## config.mk

```make
export PLATFORM = sky130hd
export DESIGN_NAME = double_ended_queue_top_flat
export DESIGN_NICKNAME = d
export VERILOG_FILES = /design/src/rtl/dq_pkg.sv /design/src/rtl/dq_chan_if.sv /design/src/rtl/dq_ram.sv /design/src/rtl/dq_dp.sv /design/src/rtl/dq_ctrl.sv /design/src/rtl/double_ended_queue_top.sv /design/src/flat_wrapper.sv
export VERILOG_INCLUDE_DIRS = /design/src /design/src/rtl
export SDC_FILE = /design/constraint.sdc
export NUM_CORES = 1
export LEC_CHECK = 0
export BUFFER_PORTS_ARGS = -buffer_cell sky130_fd_sc_hd__clkbuf_2
export CORE_MARGIN = 2
export CORE_UTILIZATION = 30
export DETAILED_ROUTE_END_ITERATION = 6
export GPL_ROUTABILITY_DRIVEN = 0
export SKIP_LAST_GASP = 1
export SLEW_MARGIN = 0
export SYNTH_ARGS = -nofsm -noshare
export SYNTH_HDL_FRONTEND = slang
export SYNTH_SLANG_ARGS = --single-unit
```

## constraint.sdc

```tcl
create_clock -name clk -period 5.2 [get_ports clk]
set_input_delay 0.52 -clock clk [delete_from_list [all_inputs] [get_ports clk]]
set_output_delay 0.52 -clock clk [all_outputs]
set_load 0.01 [all_outputs]
```

## src/rtl/assert_macros.svh

```systemverilog
// assertion macros shared by the rtl files
// every check samples on clk and is off while rst_n is low
`ifndef ASSERT_MACROS_SVH
`define ASSERT_MACROS_SVH

// property must hold on every rising clock edge outside reset
`define DQ_ASSERT(label, prop, msg) \
  label: assert property (@(posedge clk) disable iff (!rst_n) (prop)) else $error(msg);

// expression must never be true outside reset
`define DQ_NEVER(label, expr, msg) \
  `DQ_ASSERT(label, !(expr), msg)

`endif

```

## src/rtl/dq_pkg.sv

```systemverilog
// types, codes and constants of the double-ended queue
// no dependencies
`timescale 1ns / 1ps

package dq_pkg;

  localparam int DEPTH_DEF = 16;
  localparam int WORD_W    = 32;
  localparam int ACT_W     = 3;
  localparam int STATUS_W  = 2;
  localparam int ENTRIES_W = 5;

  typedef enum logic [ACT_W-1:0] {
    ACT_PUSH_FRONT = 3'd0,
    ACT_PUSH_BACK  = 3'd1,
    ACT_POP_FRONT  = 3'd2,
    ACT_POP_BACK   = 3'd3,
    ACT_LIST_FWD   = 3'd4,
    ACT_LIST_BWD   = 3'd5,
    ACT_COUNT      = 3'd6
  } dq_action_t;

  typedef enum logic [STATUS_W-1:0] {
    ST_OK    = 2'd0,
    ST_EMPTY = 2'd1,
    ST_FULL  = 2'd2
  } dq_status_t;

  // request and result payloads
  typedef struct packed {
    logic [ACT_W-1:0]         action;
    logic signed [WORD_W-1:0] value;
  } dq_in_t;

  typedef struct packed {
    logic signed [WORD_W-1:0] word;
    logic [STATUS_W-1:0]      status;
    logic [ENTRIES_W-1:0]     entries;
    logic                     last;
  } dq_out_t;

  // controller to datapath
  typedef struct packed {
    logic       load;
    logic       push;
    logic       pop_rd;
    logic       list_first;
    logic       list_next;
    logic       emit_info;
    logic       emit_word;
    dq_status_t status;
    logic       last;
  } dq_cmd_t;

  // datapath to controller
  typedef struct packed {
    dq_action_t act;
    logic       empty;
    logic       full;
    logic       last_idx;
    logic       slot_free;
  } dq_sts_t;

endpackage

```

## src/rtl/dq_chan_if.sv

```systemverilog
// valid/ready channel carrying one payload
// payload type given by the instantiating level
`timescale 1ns / 1ps

interface dq_chan_if #(
  parameter type payload_t = logic
);
  logic     valid;
  logic     ready;
  payload_t data;

  modport source (output valid, output data, input ready);
  modport sink   (input valid, input data, output ready);
endinterface

```

## src/rtl/dq_ram.sv

```systemverilog
// generic single-port-write, single-port-read ram with registered read
// no dependencies
`timescale 1ns / 1ps

module dq_ram #(
  parameter int WIDTH = 32,
  parameter int DEPTH = 16
) (
  input  logic                     clk,
  input  logic                     we,
  input  logic [$clog2(DEPTH)-1:0] waddr,
  input  logic [WIDTH-1:0]         wdata,
  input  logic                     re,
  input  logic [$clog2(DEPTH)-1:0] raddr,
  output logic [WIDTH-1:0]         rdata
);

  logic [WIDTH-1:0] mem [DEPTH];
  logic [WIDTH-1:0] rdata_r;

  always_ff @(posedge clk) begin
    if (we) begin
      mem[waddr] <= wdata;
    end
    if (re) begin
      rdata_r <= mem[raddr];
    end
  end

  assign rdata = rdata_r;

endmodule

```

## src/rtl/dq_dp.sv

```systemverilog
// deque datapath: ring pointers, entry count, list index, store and result register
// depends on dq_pkg and dq_ram
`timescale 1ns / 1ps

module dq_dp #(
  parameter int DEPTH = dq_pkg::DEPTH_DEF
) (
  input  logic            clk,
  input  logic            rst_n,
  input  dq_pkg::dq_in_t  in_data,
  input  dq_pkg::dq_cmd_t cmd,
  output dq_pkg::dq_sts_t sts,
  output logic            out_valid,
  input  logic            out_ready,
  output dq_pkg::dq_out_t out_data
);

  localparam int PW = $clog2(DEPTH);
  localparam int CW = $clog2(DEPTH + 1);
  localparam int SW = CW + 1;

  logic [PW-1:0]                    front_r, front_nxt, front_inc, front_dec;
  logic [CW-1:0]                    count_r, count_nxt;
  logic [CW-1:0]                    idx_r, idx_nxt, list_idx, list_off, off;
  logic [SW-1:0]                    sum;
  logic [PW-1:0]                    pos_addr, waddr;
  dq_pkg::dq_action_t               act_r;
  logic signed [dq_pkg::WORD_W-1:0] value_r;
  logic [dq_pkg::WORD_W-1:0]        rdata;
  logic                             out_valid_r;
  dq_pkg::dq_out_t                  out_r;
  logic                             slot_free;

  assign front_inc = (front_r == PW'(DEPTH - 1)) ? '0 : front_r + 1'b1;
  assign front_dec = (front_r == '0) ? PW'(DEPTH - 1) : front_r - 1'b1;

  // listing offset, counted from the back when listing backward
  assign list_idx = cmd.list_next ? idx_r + 1'b1 : '0;
  assign list_off = (act_r == dq_pkg::ACT_LIST_FWD) ? list_idx
                                                     : count_r - 1'b1 - list_idx;

  always_comb begin
    if (cmd.push) begin
      off = count_r;
    end else if (cmd.pop_rd) begin
      off = (act_r == dq_pkg::ACT_POP_BACK) ? count_r - 1'b1 : '0;
    end else begin
      off = list_off;
    end
  end

  // ring position: front plus offset, wrapped once
  assign sum      = SW'(front_r) + SW'(off);
  assign pos_addr = (sum >= SW'(DEPTH)) ? PW'(sum - SW'(DEPTH)) : PW'(sum);
  assign waddr    = (act_r == dq_pkg::ACT_PUSH_FRONT) ? front_dec : pos_addr;

  dq_ram #(
    .WIDTH (dq_pkg::WORD_W),
    .DEPTH (DEPTH)
  ) u_ram (
    .clk   (clk),
    .we    (cmd.push),
    .waddr (waddr),
    .wdata (value_r),
    .re    (cmd.pop_rd | cmd.list_first | cmd.list_next),
    .raddr (pos_addr),
    .rdata (rdata)
  );

  always_comb begin
    front_nxt = front_r;
    count_nxt = count_r;
    idx_nxt   = idx_r;
    if (cmd.push) begin
      count_nxt = count_r + 1'b1;
      if (act_r == dq_pkg::ACT_PUSH_FRONT) begin
        front_nxt = front_dec;
      end
    end else if (cmd.pop_rd) begin
      count_nxt = count_r - 1'b1;
      if (act_r == dq_pkg::ACT_POP_FRONT) begin
        front_nxt = front_inc;
      end
    end
    if (cmd.list_first || cmd.list_next) begin
      idx_nxt = list_idx;
    end
  end

  assign slot_free = !out_valid_r || out_ready;

  always_ff @(posedge clk) begin
    if (!rst_n) begin
      front_r     <= '0;
      count_r     <= '0;
      idx_r       <= '0;
      act_r       <= dq_pkg::ACT_COUNT;
      out_valid_r <= 1'b0;
    end else begin
      front_r <= front_nxt;
      count_r <= count_nxt;
      idx_r   <= idx_nxt;
      if (cmd.load) begin
        act_r <= dq_pkg::dq_action_t'(in_data.action);
      end
      if (cmd.emit_info || cmd.emit_word) begin
        out_valid_r <= 1'b1;
      end else if (out_ready) begin
        out_valid_r <= 1'b0;
      end
    end
  end

  always_ff @(posedge clk) begin
    if (cmd.load) begin
      value_r <= in_data.value;
    end
    if (cmd.emit_info || cmd.emit_word) begin
      out_r.word    <= cmd.emit_word ? rdata : '0;
      out_r.status  <= cmd.status;
      out_r.entries <= dq_pkg::ENTRIES_W'(count_nxt);
      out_r.last    <= cmd.last;
    end
  end

  assign sts.act       = act_r;
  assign sts.empty     = (count_r == '0);
  assign sts.full      = (count_r >= CW'(DEPTH));
  assign sts.last_idx  = ((idx_r + 1'b1) == count_r);
  assign sts.slot_free = slot_free;

  assign out_valid = out_valid_r;
  assign out_data  = out_r;

endmodule

```

## src/rtl/dq_ctrl.sv

```systemverilog
// deque controller: request intake and sequencing of push, pop and listing
// depends on dq_pkg
`timescale 1ns / 1ps

module dq_ctrl (
  input  logic            clk,
  input  logic            rst_n,
  input  logic            in_valid,
  output logic            in_ready,
  input  dq_pkg::dq_sts_t sts,
  output dq_pkg::dq_cmd_t cmd
);

  typedef enum logic [1:0] {
    S_IDLE,
    S_OP,
    S_POP,
    S_LIST
  } state_t;

  state_t state_r, state_nxt;
  logic   ready_r;

  always_comb begin
    state_nxt  = state_r;
    cmd        = '0;
    cmd.status = dq_pkg::ST_OK;
    cmd.load   = ready_r && in_valid;
    case (state_r)
      S_IDLE: begin
        if (in_valid) begin
          state_nxt = S_OP;
        end
      end
      S_OP: begin
        case (sts.act)
          dq_pkg::ACT_PUSH_FRONT, dq_pkg::ACT_PUSH_BACK: begin
            if (sts.slot_free) begin
              cmd.emit_info = 1'b1;
              cmd.last      = 1'b1;
              cmd.push      = !sts.full;
              cmd.status    = sts.full ? dq_pkg::ST_FULL : dq_pkg::ST_OK;
              state_nxt     = S_IDLE;
            end
          end
          dq_pkg::ACT_POP_FRONT, dq_pkg::ACT_POP_BACK,
          dq_pkg::ACT_LIST_FWD, dq_pkg::ACT_LIST_BWD: begin
            if (sts.empty) begin
              if (sts.slot_free) begin
                cmd.emit_info = 1'b1;
                cmd.last      = 1'b1;
                cmd.status    = dq_pkg::ST_EMPTY;
                state_nxt     = S_IDLE;
              end
            end else if (sts.act == dq_pkg::ACT_POP_FRONT ||
                         sts.act == dq_pkg::ACT_POP_BACK) begin
              cmd.pop_rd = 1'b1;
              state_nxt  = S_POP;
            end else begin
              cmd.list_first = 1'b1;
              state_nxt      = S_LIST;
            end
          end
          dq_pkg::ACT_COUNT: begin
            if (sts.slot_free) begin
              cmd.emit_info = 1'b1;
              cmd.last      = 1'b1;
              state_nxt     = S_IDLE;
            end
          end
          default: begin
            // unused code: dropped without a result
            state_nxt = S_IDLE;
          end
        endcase
      end
      S_POP: begin
        if (sts.slot_free) begin
          cmd.emit_word = 1'b1;
          cmd.last      = 1'b1;
          state_nxt     = S_IDLE;
        end
      end
      S_LIST: begin
        if (sts.slot_free) begin
          cmd.emit_word = 1'b1;
          cmd.last      = sts.last_idx;
          if (sts.last_idx) begin
            state_nxt = S_IDLE;
          end else begin
            // fetch the next entry while this one goes out
            cmd.list_next = 1'b1;
          end
        end
      end
      default: begin
        state_nxt = S_IDLE;
      end
    endcase
  end

  always_ff @(posedge clk) begin
    if (!rst_n) begin
      state_r <= S_IDLE;
      ready_r <= 1'b1;
    end else begin
      state_r <= state_nxt;
      ready_r <= (state_nxt == S_IDLE);
    end
  end

  assign in_ready = ready_r;

endmodule

```

## src/rtl/double_ended_queue_top.sv

```systemverilog
// channel    dir  handshake      payload
// in_ch      in   valid/ready    action[2:0], value[31:0] signed
// out_ch     out  valid/ready    word[31:0] signed, status[1:0], entries[4:0], last
//
// push, count and every full or empty result are issued from S_OP, the state after S_IDLE
// pop reads the store in S_OP and emits from S_POP: the store has one read port with a registered read
// a listing reads its first entry in S_OP, then one entry leaves per cycle from S_LIST while the result slot is free
// reset clears pointers, count, list index, action and output valid; store words are undefined until pushed
// a held result stalls the controller until the result register is taken
// depends on dq_pkg, dq_chan_if, dq_ctrl, dq_dp, dq_ram, assert_macros.svh
`timescale 1ns / 1ps
`include "assert_macros.svh"

module double_ended_queue_top #(
  parameter int DEPTH = dq_pkg::DEPTH_DEF
) (
  input logic      clk,
  input logic      rst_n,
  dq_chan_if.sink   in_ch,
  dq_chan_if.source out_ch
);

  dq_pkg::dq_cmd_t cmd;
  dq_pkg::dq_sts_t sts;

  dq_ctrl u_ctrl (
    .clk      (clk),
    .rst_n    (rst_n),
    .in_valid (in_ch.valid),
    .in_ready (in_ch.ready),
    .sts      (sts),
    .cmd      (cmd)
  );

  dq_dp #(
    .DEPTH (DEPTH)
  ) u_dp (
    .clk       (clk),
    .rst_n     (rst_n),
    .in_data   (in_ch.data),
    .cmd       (cmd),
    .sts       (sts),
    .out_valid (out_ch.valid),
    .out_ready (out_ch.ready),
    .out_data  (out_ch.data)
  );

  // one request in flight at a time
  `DQ_ASSERT(a_busy_accept, (in_ch.valid && in_ch.ready) |=> !in_ch.ready, "accepted while busy")
  // a pending result is never overwritten
  `DQ_NEVER(a_emit_slot, (cmd.emit_info || cmd.emit_word) && !sts.slot_free, "result overwritten")
  `DQ_NEVER(a_no_push_when_full, cmd.push && sts.full, "push into full ring")
  `DQ_NEVER(a_no_pop_when_empty, cmd.pop_rd && sts.empty, "pop from empty ring")

endmodule
```

## src/flat_wrapper.sv

```systemverilog
// flat-port wrapper written by rule: the top's interface ports become plain ports
module double_ended_queue_top_flat 
#(
  parameter int DEPTH = dq_pkg::DEPTH_DEF
)
  (clk, rst_n, in_ch_valid, in_ch_data, in_ch_ready, out_ch_valid, out_ch_data, out_ch_ready);
  dq_chan_if in_ch_i ();
  dq_chan_if out_ch_i ();
  input logic clk;
  input logic rst_n;
  input wire logic [$bits(in_ch_i.valid)-1:0] in_ch_valid;
  input wire logic [$bits(in_ch_i.data)-1:0] in_ch_data;
  output wire logic [$bits(in_ch_i.ready)-1:0] in_ch_ready;
  output wire logic [$bits(out_ch_i.valid)-1:0] out_ch_valid;
  output wire logic [$bits(out_ch_i.data)-1:0] out_ch_data;
  input wire logic [$bits(out_ch_i.ready)-1:0] out_ch_ready;
  assign in_ch_i.valid = in_ch_valid;
  assign in_ch_i.data = in_ch_data;
  assign in_ch_ready = in_ch_i.ready;
  assign out_ch_valid = out_ch_i.valid;
  assign out_ch_data = out_ch_i.data;
  assign out_ch_i.ready = out_ch_ready;
  double_ended_queue_top #(.DEPTH(DEPTH)) u_core (.clk(clk), .rst_n(rst_n), .in_ch(in_ch_i), .out_ch(out_ch_i));
endmodule
```

==> results summary, run 1 <==
In the synthesized netlist the dominant register cell turns out to be sky130_fd_sc_hd__dfxtp_1. The post-synthesis instance area is 872 um2. Measured against its own limit, the worst slew margin works out to 0.744. The number of DRC markers after the initial detailed-route iteration is 24. The data arrival time of the critical path is approximately 2.6 ns. The detailed-route via count came out at 652. The unique cell type count in the Yosys netlist came out at 31.

The half-perimeter wire length after placement is 1120 um. The cell depth of the worst flop-to-flop path came out at 9. The total area inside the core boundary comes to 0.00276 mm2. The chip width came out at about 58 um. The initial core utilization is 0.316. The shortest period the worst path allows is 2.37 ns.

The total count of hold-check failures in the final report is 0. The share of the synthesized area in the top cell type is 0.344. In this run the most critical hold path is launched from u_core.u_dp.act_r[1]. The number of iterations in the first detailed-routing pass is 4. Wires add up to approximately 1500 um. The path with the worst hold slack has its endpoint at u_core.u_dp.act_r[1]. The kind of start point of the critical path is a flop. The total of warnings raised by yosys is 0. The number of nets produced by synthesis came out at between 100 and 150. The number of ports placed on the die boundary is 8. The detailed-route vias per instance is 4.90. The quantity of I/O buffers inserted on ports came out at 6.

Setup repair after global routing left no endpoint under its margin. The critical path in this run is classified as reg -> reg. For the final database, setup skew stands at ~0.0039 ns.

The required time of the critical path came out at between 5 and 6 ns. The maximum fanout count along the critical path came out at 11. The detail route stage leaves a number of antenna-violating nets equal to 0. The worst vdd rail ir drop is between 100 and 150 uV.

The async set-reset flop share out of synthesis is 0. Relative to the synthesized area, the layout overhead comes to 10.8%. In this run, post-CTS repair resized a total of 0 instances. The maximum number of buffers from clock root to sink is 2.

The first global-routing pass estimated 2620 um of wire. Clock latency on the worst-skew pair, taken at its later pin, is 0.29 ns. The initial antenna violation count is 0. The number of hold buffers added after CTS was 0. The endpoint of the worst-slack reg-to-reg timing path is u_core.u_dp.count_r[3]. The post-detailed-route wirelength per cell came out at 11.1 um. The deepest level of the CTS H-tree is 1. Clock tree synthesis found a total of 16 sinks. The largest area contributor in the synthesized netlist is sky130_fd_sc_hd__dfxtp_1. The number of failing setup endpoints in the final timing report is 0. The fraction of the yosys area taken by sequential cells is 0.379. The total of fill cells in the finished design came out at 282. The total power is 0.000248 W. In this run the worst hold path is classified as reg -> reg. The synthesized design contains 16 register bits.

TritonCTS built the clock tree. The max-slew violation count is 0. The number of max-cap violations came out at 0. Buffers inserted during clock tree synthesis total 3.

For the final routed database, the setup TNS stands at 0 ns. The tree is rooted in a sky130_fd_sc_hd__clkbuf_4. The pin count of the biggest net entering global routing came out at 20.

The total track usage is 0.100. The number of nets in the layout is 113. The cell area power density is between 200 and 300 mW/mm2. The flow ran to the end, and the final reports show no timing, DRC or antenna violations. The final global-route overflow total came out at 0.

The worst setup path is captured at a flop. The number of cell rows came out at 19. At the pin with the least slew margin, the transition time is approximately 0.38 ns.

The worst register-to-register path begins at u_core.u_dp.out_valid. The number of cells on the worst hold path is 2. Measured along the y axis, the die boundary spans 57.9 um. Of the cells placed in the final design, the portion with a size suffix greater than 1 is 0.127. In the post-synthesis netlist, the biggest area contributors are sky130_fd_sc_hd__dfxtp_1 34%, sky130_fd_sc_hd__nand2_1 6.0%, sky130_fd_sc_hd__ha_1 5.7%.

The highest clock rate is 422 MHz. The number of global-route vias before repair is 594. The total DRC errors in the routed layout came out at 0.

The number of instances in the synthesized netlist came out at 95. The final clock period utilization by the worst path is 0.456. The register-to-register setup slack is about 2.8 ns. The number of flops mapped to enable cells by yosys is 1.

The number of buffers inserted to repair setup after CTS came out at 0. 0 antenna diodes ended up in the layout. After clock tree synthesis, the clock-pin slew on the worst setup and hold paths is 0.10 ns. Summed over all cells, the static leakage comes to 0.403 nW. The average cell area after synthesis came out at 9.18 um2. The die covers 0.00335 mm2.
-- synthesized netlist by cell type (all sizes together), types with 2 or more instances --
| cell | count |
|---|---|
| a21boi | 3 |
| a21o | 2 |
| a21oi | 3 |
| and2 | 5 |
| clkbuf | 3 |
| dfxtp | 15 |
| ha | 4 |
| mux2i | 2 |
| nand2 | 14 |
| nand2b | 2 |
| nand3 | 4 |
| nand4bb | 2 |
| nor2 | 4 |
| nor2b | 7 |
| o21ai | 6 |
| xnor2 | 5 |
| xor2 | 4 |
-- metrics by stage --
stage | worst slack, ns | cell area [um2] | utilization | cells | hold slack [ns]
after floorplan | 2.76 | 872 | - | 95 | 0.417
after global placement | 2.54 | 930 | 0.337 | 129 | 0.434
after detailed placement | 2.52 | 930 | 0.337 | 129 | 0.433
after CTS | 2.83 | 966 | 0.350 | 133 | 0.448
after global routing | 2.64 | 966 | 0.350 | 133 | 0.487
final | 2.83 | 966 | 0.350 | 133 | 0.443
-- kinds of logic after synthesis --
kind of cell,count (synthesis),share of synthesized area
buffers and inverters,3,0.0129
xor gates and xnor gates,9,0.0904
and+or+nand+nor,41,0.264
muxes,2,0.0230
AOI/OAI and AO/OA,19,0.151
adders and majority gates,5,0.0803
DFF,16,0.379
-- worst max-delay path by stage --
stage                             startpoint                endpoint  slack [ns]  depth (start not counted)
finish                 u_core.u_dp.out_valid  u_core.u_dp.count_r[3]        2.83                          9
global route        u_core.u_ctrl.state_r[0]  u_core.u_dp.count_r[3]        2.64                          8
CTS                    u_core.u_dp.out_valid  u_core.u_dp.count_r[3]        2.83                          9
detailed placement              out_ch_ready  u_core.u_dp.count_r[3]        2.52                         10
global placement                out_ch_ready  u_core.u_dp.count_r[3]        2.54                         10
floorplan                       out_ch_ready  u_core.u_dp.count_r[3]        2.76                         10
-- layer usage --
layer  share of wire  up-vias  track usage
met4           0.020        0       0.0797
li1                -      344            -
met3           0.010        3      0.00670
met1            0.51      296        0.131
met2            0.46        9        0.153
met5               0        -            0
-- critical path: stages, from the launching register on --
cell and delay (ns):
sky130_fd_sc_hd__dfxtp_1 0.34, sky130_fd_sc_hd__nand2b_1 0.11, sky130_fd_sc_hd__nand2_1 0.10, sky130_fd_sc_hd__or4_1 0.63, sky130_fd_sc_hd__ha_1 0.36, sky130_fd_sc_hd__a21o_1 0.18, sky130_fd_sc_hd__a21oi_1 0.17, sky130_fd_sc_hd__xor2_1 0.14
sky130_fd_sc_hd__o21ai_0 0.07, sky130_fd_sc_hd__and2_1 0.16
-- cells in the final DEF (no fill, tap or decap), types with 3 or more instances in the layout --
cell                       count
sky130_fd_sc_hd__dfxtp_1      15
sky130_fd_sc_hd__nand2_1      14
sky130_fd_sc_hd__nor2b_1       7
sky130_fd_sc_hd__clkbuf_2      6
sky130_fd_sc_hd__xnor2_1       5
sky130_fd_sc_hd__and2_1        5
sky130_fd_sc_hd__nor2_1        4
sky130_fd_sc_hd__o21ai_0       4
sky130_fd_sc_hd__xor2_1        4
sky130_fd_sc_hd__ha_1          4
sky130_fd_sc_hd__nand3_1       3
sky130_fd_sc_hd__clkbuf_4      3
-- area by class of cell --
type	instances	area, um2	share of cell area
well taps	31	38.8	0.0402
clock buffers	4	36.3	0.0376
flip-flops and latches	16	330	0.342
repair buffers	6	30.0	0.0311
multi-input cells	76	531	0.549
-- power breakdown --
group | leakage, nW | internal, W | switching (W)
Combinational | 0.250 | 0.0000149 | 0.0000151
Clock | 0.0210 | 0.0000427 | 0.0000413
Sequential | 0.132 | 0.000129 | 0.00000469
-- sequential cells by signal (all words and copies together), names as in the netlist --
register and count:
u_core.u_dp.count_r 5, u_core.u_dp.idx_r 5, u_core.u_ctrl.state_r 2, u_core.u_ctrl.in_ready 1, u_core.u_dp.act_r 1, u_core.u_dp.out_data 1, u_core.u_dp.out_valid 1
(Power assumes the default switching activity.)
==> run 2, diff against run 1 <==
clock period = 2.25 ns   (was 5.2 ns; I/O delays follow)
==> results summary, run 2 (same netlist as run 1, synthesis figures left out) <==
The number of nets in the layout came out at 119 (was 113). The insertion delay of the later-clocked pin in the worst-skew pair is 0.29 ns (about the same). The initial core utilization came to 0.316 (unchanged). The cell leakage power is 0.433 nW (was 0.403 nW). The detailed-route via count came out at 678 (was 652).

The core utilization of the finished layout was 0.368 (was 0.350). The slowest cell on the critical path is sky130_fd_sc_hd__or4_4 (was sky130_fd_sc_hd__or4_1). The vertical extent of the die is 57.9 um (unchanged). The number of failing setup endpoints in the final timing report is 0 (unchanged). The shortest period the worst path allows is 2.10 ns (was 2.37 ns). The chip width is 57.9 um (unchanged).

The area overhead of the layout relative to synthesis came out at 16.4% (was 10.8%). The number of ports placed on the die boundary came out at 8 (unchanged). Setup repair after global routing missed its margin: no (unchanged). The total DRC errors in the routed layout is 0 (unchanged). The final clock period utilization by the worst path came out at 0.933 (was 0.456). The total core area came to 0.00276 mm2 (unchanged). The switching power share of the total is 0.243 (was 0.247). The summed area of non-filler cells in the final layout came to 0.00101 mm2 (was 966 um2). The type of the worst setup path was reg -> reg (unchanged).

The largest delay contributor family on the critical path is simple AND/OR/NAND/NOR gates (unchanged). The final global-route overflow total is 0 (unchanged). Top library cells by usage in the layout, fill and taps aside: 15 x sky130_fd_sc_hd__dfxtp_1, 14 x sky130_fd_sc_hd__nand2_1, 7 x sky130_fd_sc_hd__nor2b_1 (unchanged). The total of fill cells in the finished design is 288 (was 282). The detailed-route vias per instance came out at 4.88 (was 4.90).

The fraction of final layout cells with drive strength greater than 1 was 0.185 (was 0.127). The accumulated negative setup slack is 0 ns (unchanged). The data arrival time of the critical path is 2.29 ns (was 2.57 ns). The final worst clock skew is 0.00266 ns (was 0.00390 ns). The cell area power density came to 570 mW/mm2 (was 256 mW/mm2). Series of cell instances along the critical path: nand2b_1 -> nand2_1 -> or4_4 -> ha_1 -> a21o_1 -> a21oi_1 -> xor2_1 -> o21ai_0 -> and2_1 (was nand2b_1 -> nand2_1 -> or4_1 -> ha_1 -> a21o_1 -> a21oi_1 -> xor2_1 -> o21ai_0 -> and2_1). The number of clock sinks came out at 16 (unchanged). The area of the die is 0.00335 mm2 (unchanged). The part of the power in registers is 0.532 (was 0.540). The commonest non-fill, non-tap cell in the layout was sky130_fd_sc_hd__dfxtp_1 (unchanged). The path category of the worst min-delay check is in -> reg (was reg -> reg).

The total count of hold-check failures in the final report came out at 0 (unchanged). The kind of end point of the critical path was a flop (unchanged). The clock root buffer is sky130_fd_sc_hd__clkbuf_4 (unchanged).

The initial antenna violation count was 0 (unchanged). The total track usage was 0.104 (was 0.100). The pin count of the biggest net entering global routing is 20 (unchanged). The quantity of I/O buffers inserted on ports is 6 (unchanged). The first-pass GRT wire length is 2760 um (was 2620 um). The part of the power in combinational logic came out at 0.138 (was 0.121). The number of DRC markers after the initial detailed-route iteration came out at 16 (was 24).

The half-perimeter wire length after placement came out at 1150 um (was 1120 um). The largest incremental delay on the critical path came out at 0.48 ns (was 0.63 ns). The total internal power came out at 0.000438 W (was 0.000187 W). The CTS buffer count came out at 3 (unchanged). The power share of the clock group came out at 0.330 (was 0.339). Top flop regs: u_core.u_dp.count_r: 5 flops, u_core.u_dp.idx_r: 5 flops, u_core.u_ctrl.state_r: 2 flops (unchanged). The total wirelength of the detailed-routed design is 1540 um (was 1480 um). The number of global-route vias before repair is 640 (was 594). The relative slew slack was 0.740 (was 0.744).

The clock tree from TritonCTS is done (unchanged). The post-detailed-placement cell area came out at 975 um2 (was 930 um2). The required time of the critical path is 2.44 ns (was 5.40 ns). The number of max-cap violations is 0 (unchanged). The number of nets still failing antenna checks after routing is 0 (unchanged). The clock-pin transition on the worst setup and hold timing paths is 0.09 ns (was 0.10 ns). The slew at the pin closest to its max-slew limit is 0.385 ns (was 0.378 ns). Status: finished, final reports clean (unchanged).

The number of iterations in the first detailed-routing pass came to 4 (unchanged). The worst vdd rail ir drop is 277 uV (was 124 uV). The post-detailed-route wirelength per cell is 11.1 um (about the same). The maximum fanout count along the critical path is 7 (was 11). The worst hold slack came to 0.192 ns (was 0.443 ns). The number of buffer and inverter stages on the critical path was 0 (unchanged).

The number of cell rows came to 19 (unchanged). The kind of start point of the critical path was a flop (unchanged). The highest clock rate is 476 MHz (was 422 MHz). The maximum number of buffers from clock root to sink is 2 (unchanged).

The max-slew violation count is 0 (unchanged). The deepest level of the CTS H-tree is 1 (unchanged). The antenna cell count is 0 (unchanged). The net load switching power came out at 0.000140 W (was 0.0000611 W).
-- run 2: through the flow --
| step | power (W) | cells | setup WS (ns) |
|---|---|---|---|
| finish | 0.000579 | 139 | 0.151 |
| global route | 0.000611 | 139 | 0.00658 |
| CTS | 0.000588 | 139 | 0.0184 |
| detailed placement | 0.000394 | 135 | -0.000704 |
| global placement | 0.000391 | 135 | 0.0239 |
| floorplan | 0.000369 | 95 | 0.0169 |
-- run 2: layout make-up --
type	count	area, um2	share of cell area
well taps	31	38.8	0.0382
multi-input cells	76	534	0.527
clock buffers	4	36.3	0.0358
repair buffers	12	75.1	0.0740
flip-flops and latches	16	330	0.326
-- run 2: path summary, 6_finish.rpt --
path,from,end,slack (ns),cells past startpoint
worst max-delay path,u_core.u_dp.out_valid,u_core.u_dp.count_r[3],0.15,9
worst min register to register,u_core.u_dp.act_r[1],u_core.u_dp.act_r[1],0.45,2
worst max register to register,u_core.u_dp.out_valid,u_core.u_dp.count_r[3],0.15,9
worst min-delay path,in_ch_valid,u_core.u_dp.act_r[1],0.19,4
-- run 2: per-layer routing --
metal / global-route usage / wire, um / vias to the layer above
li1: - / - / 356
met1: 0.150 / 816 / 314
met2: 0.149 / 698 / 6
met3: 0.00670 / 13 / 2
met4: 0.0698 / 14 / 0
met5: 0 / 0 / -
-- run 2: power by group through the flow --
| stage | combinational, W | clock (W) | sequential (W) |
|---|---|---|---|
| 4_1_cts | 0.0000802 | 0.000200 | 0.000308 |
| 2_1_floorplan | 0.0000536 | 0 | 0.000316 |
| 3_5_place_dp | 0.0000797 | 0 | 0.000314 |
| 6_report | 0.0000801 | 0.000191 | 0.000308 |
| 3_3_place_gp | 0.0000772 | 0 | 0.000314 |
| 5_1_grt | 0.0000915 | 0.000210 | 0.000310 |
-- run 2: worst reg2reg max path: cells and delay by family, from the launching register on --
family | cells | cell delay [ns]
simple gates | 4 | 0.80
compound gates | 3 | 0.42
flops | 1 | 0.33
fa+ha+maj | 1 | 0.30
xor+xnor | 1 | 0.15
-- run 2: what timing repair did --
action	CTS	global route
hold buffers	0	0
setup endpoints to repair	0	2
resized for setup	0	1
buffers inserted	0	0
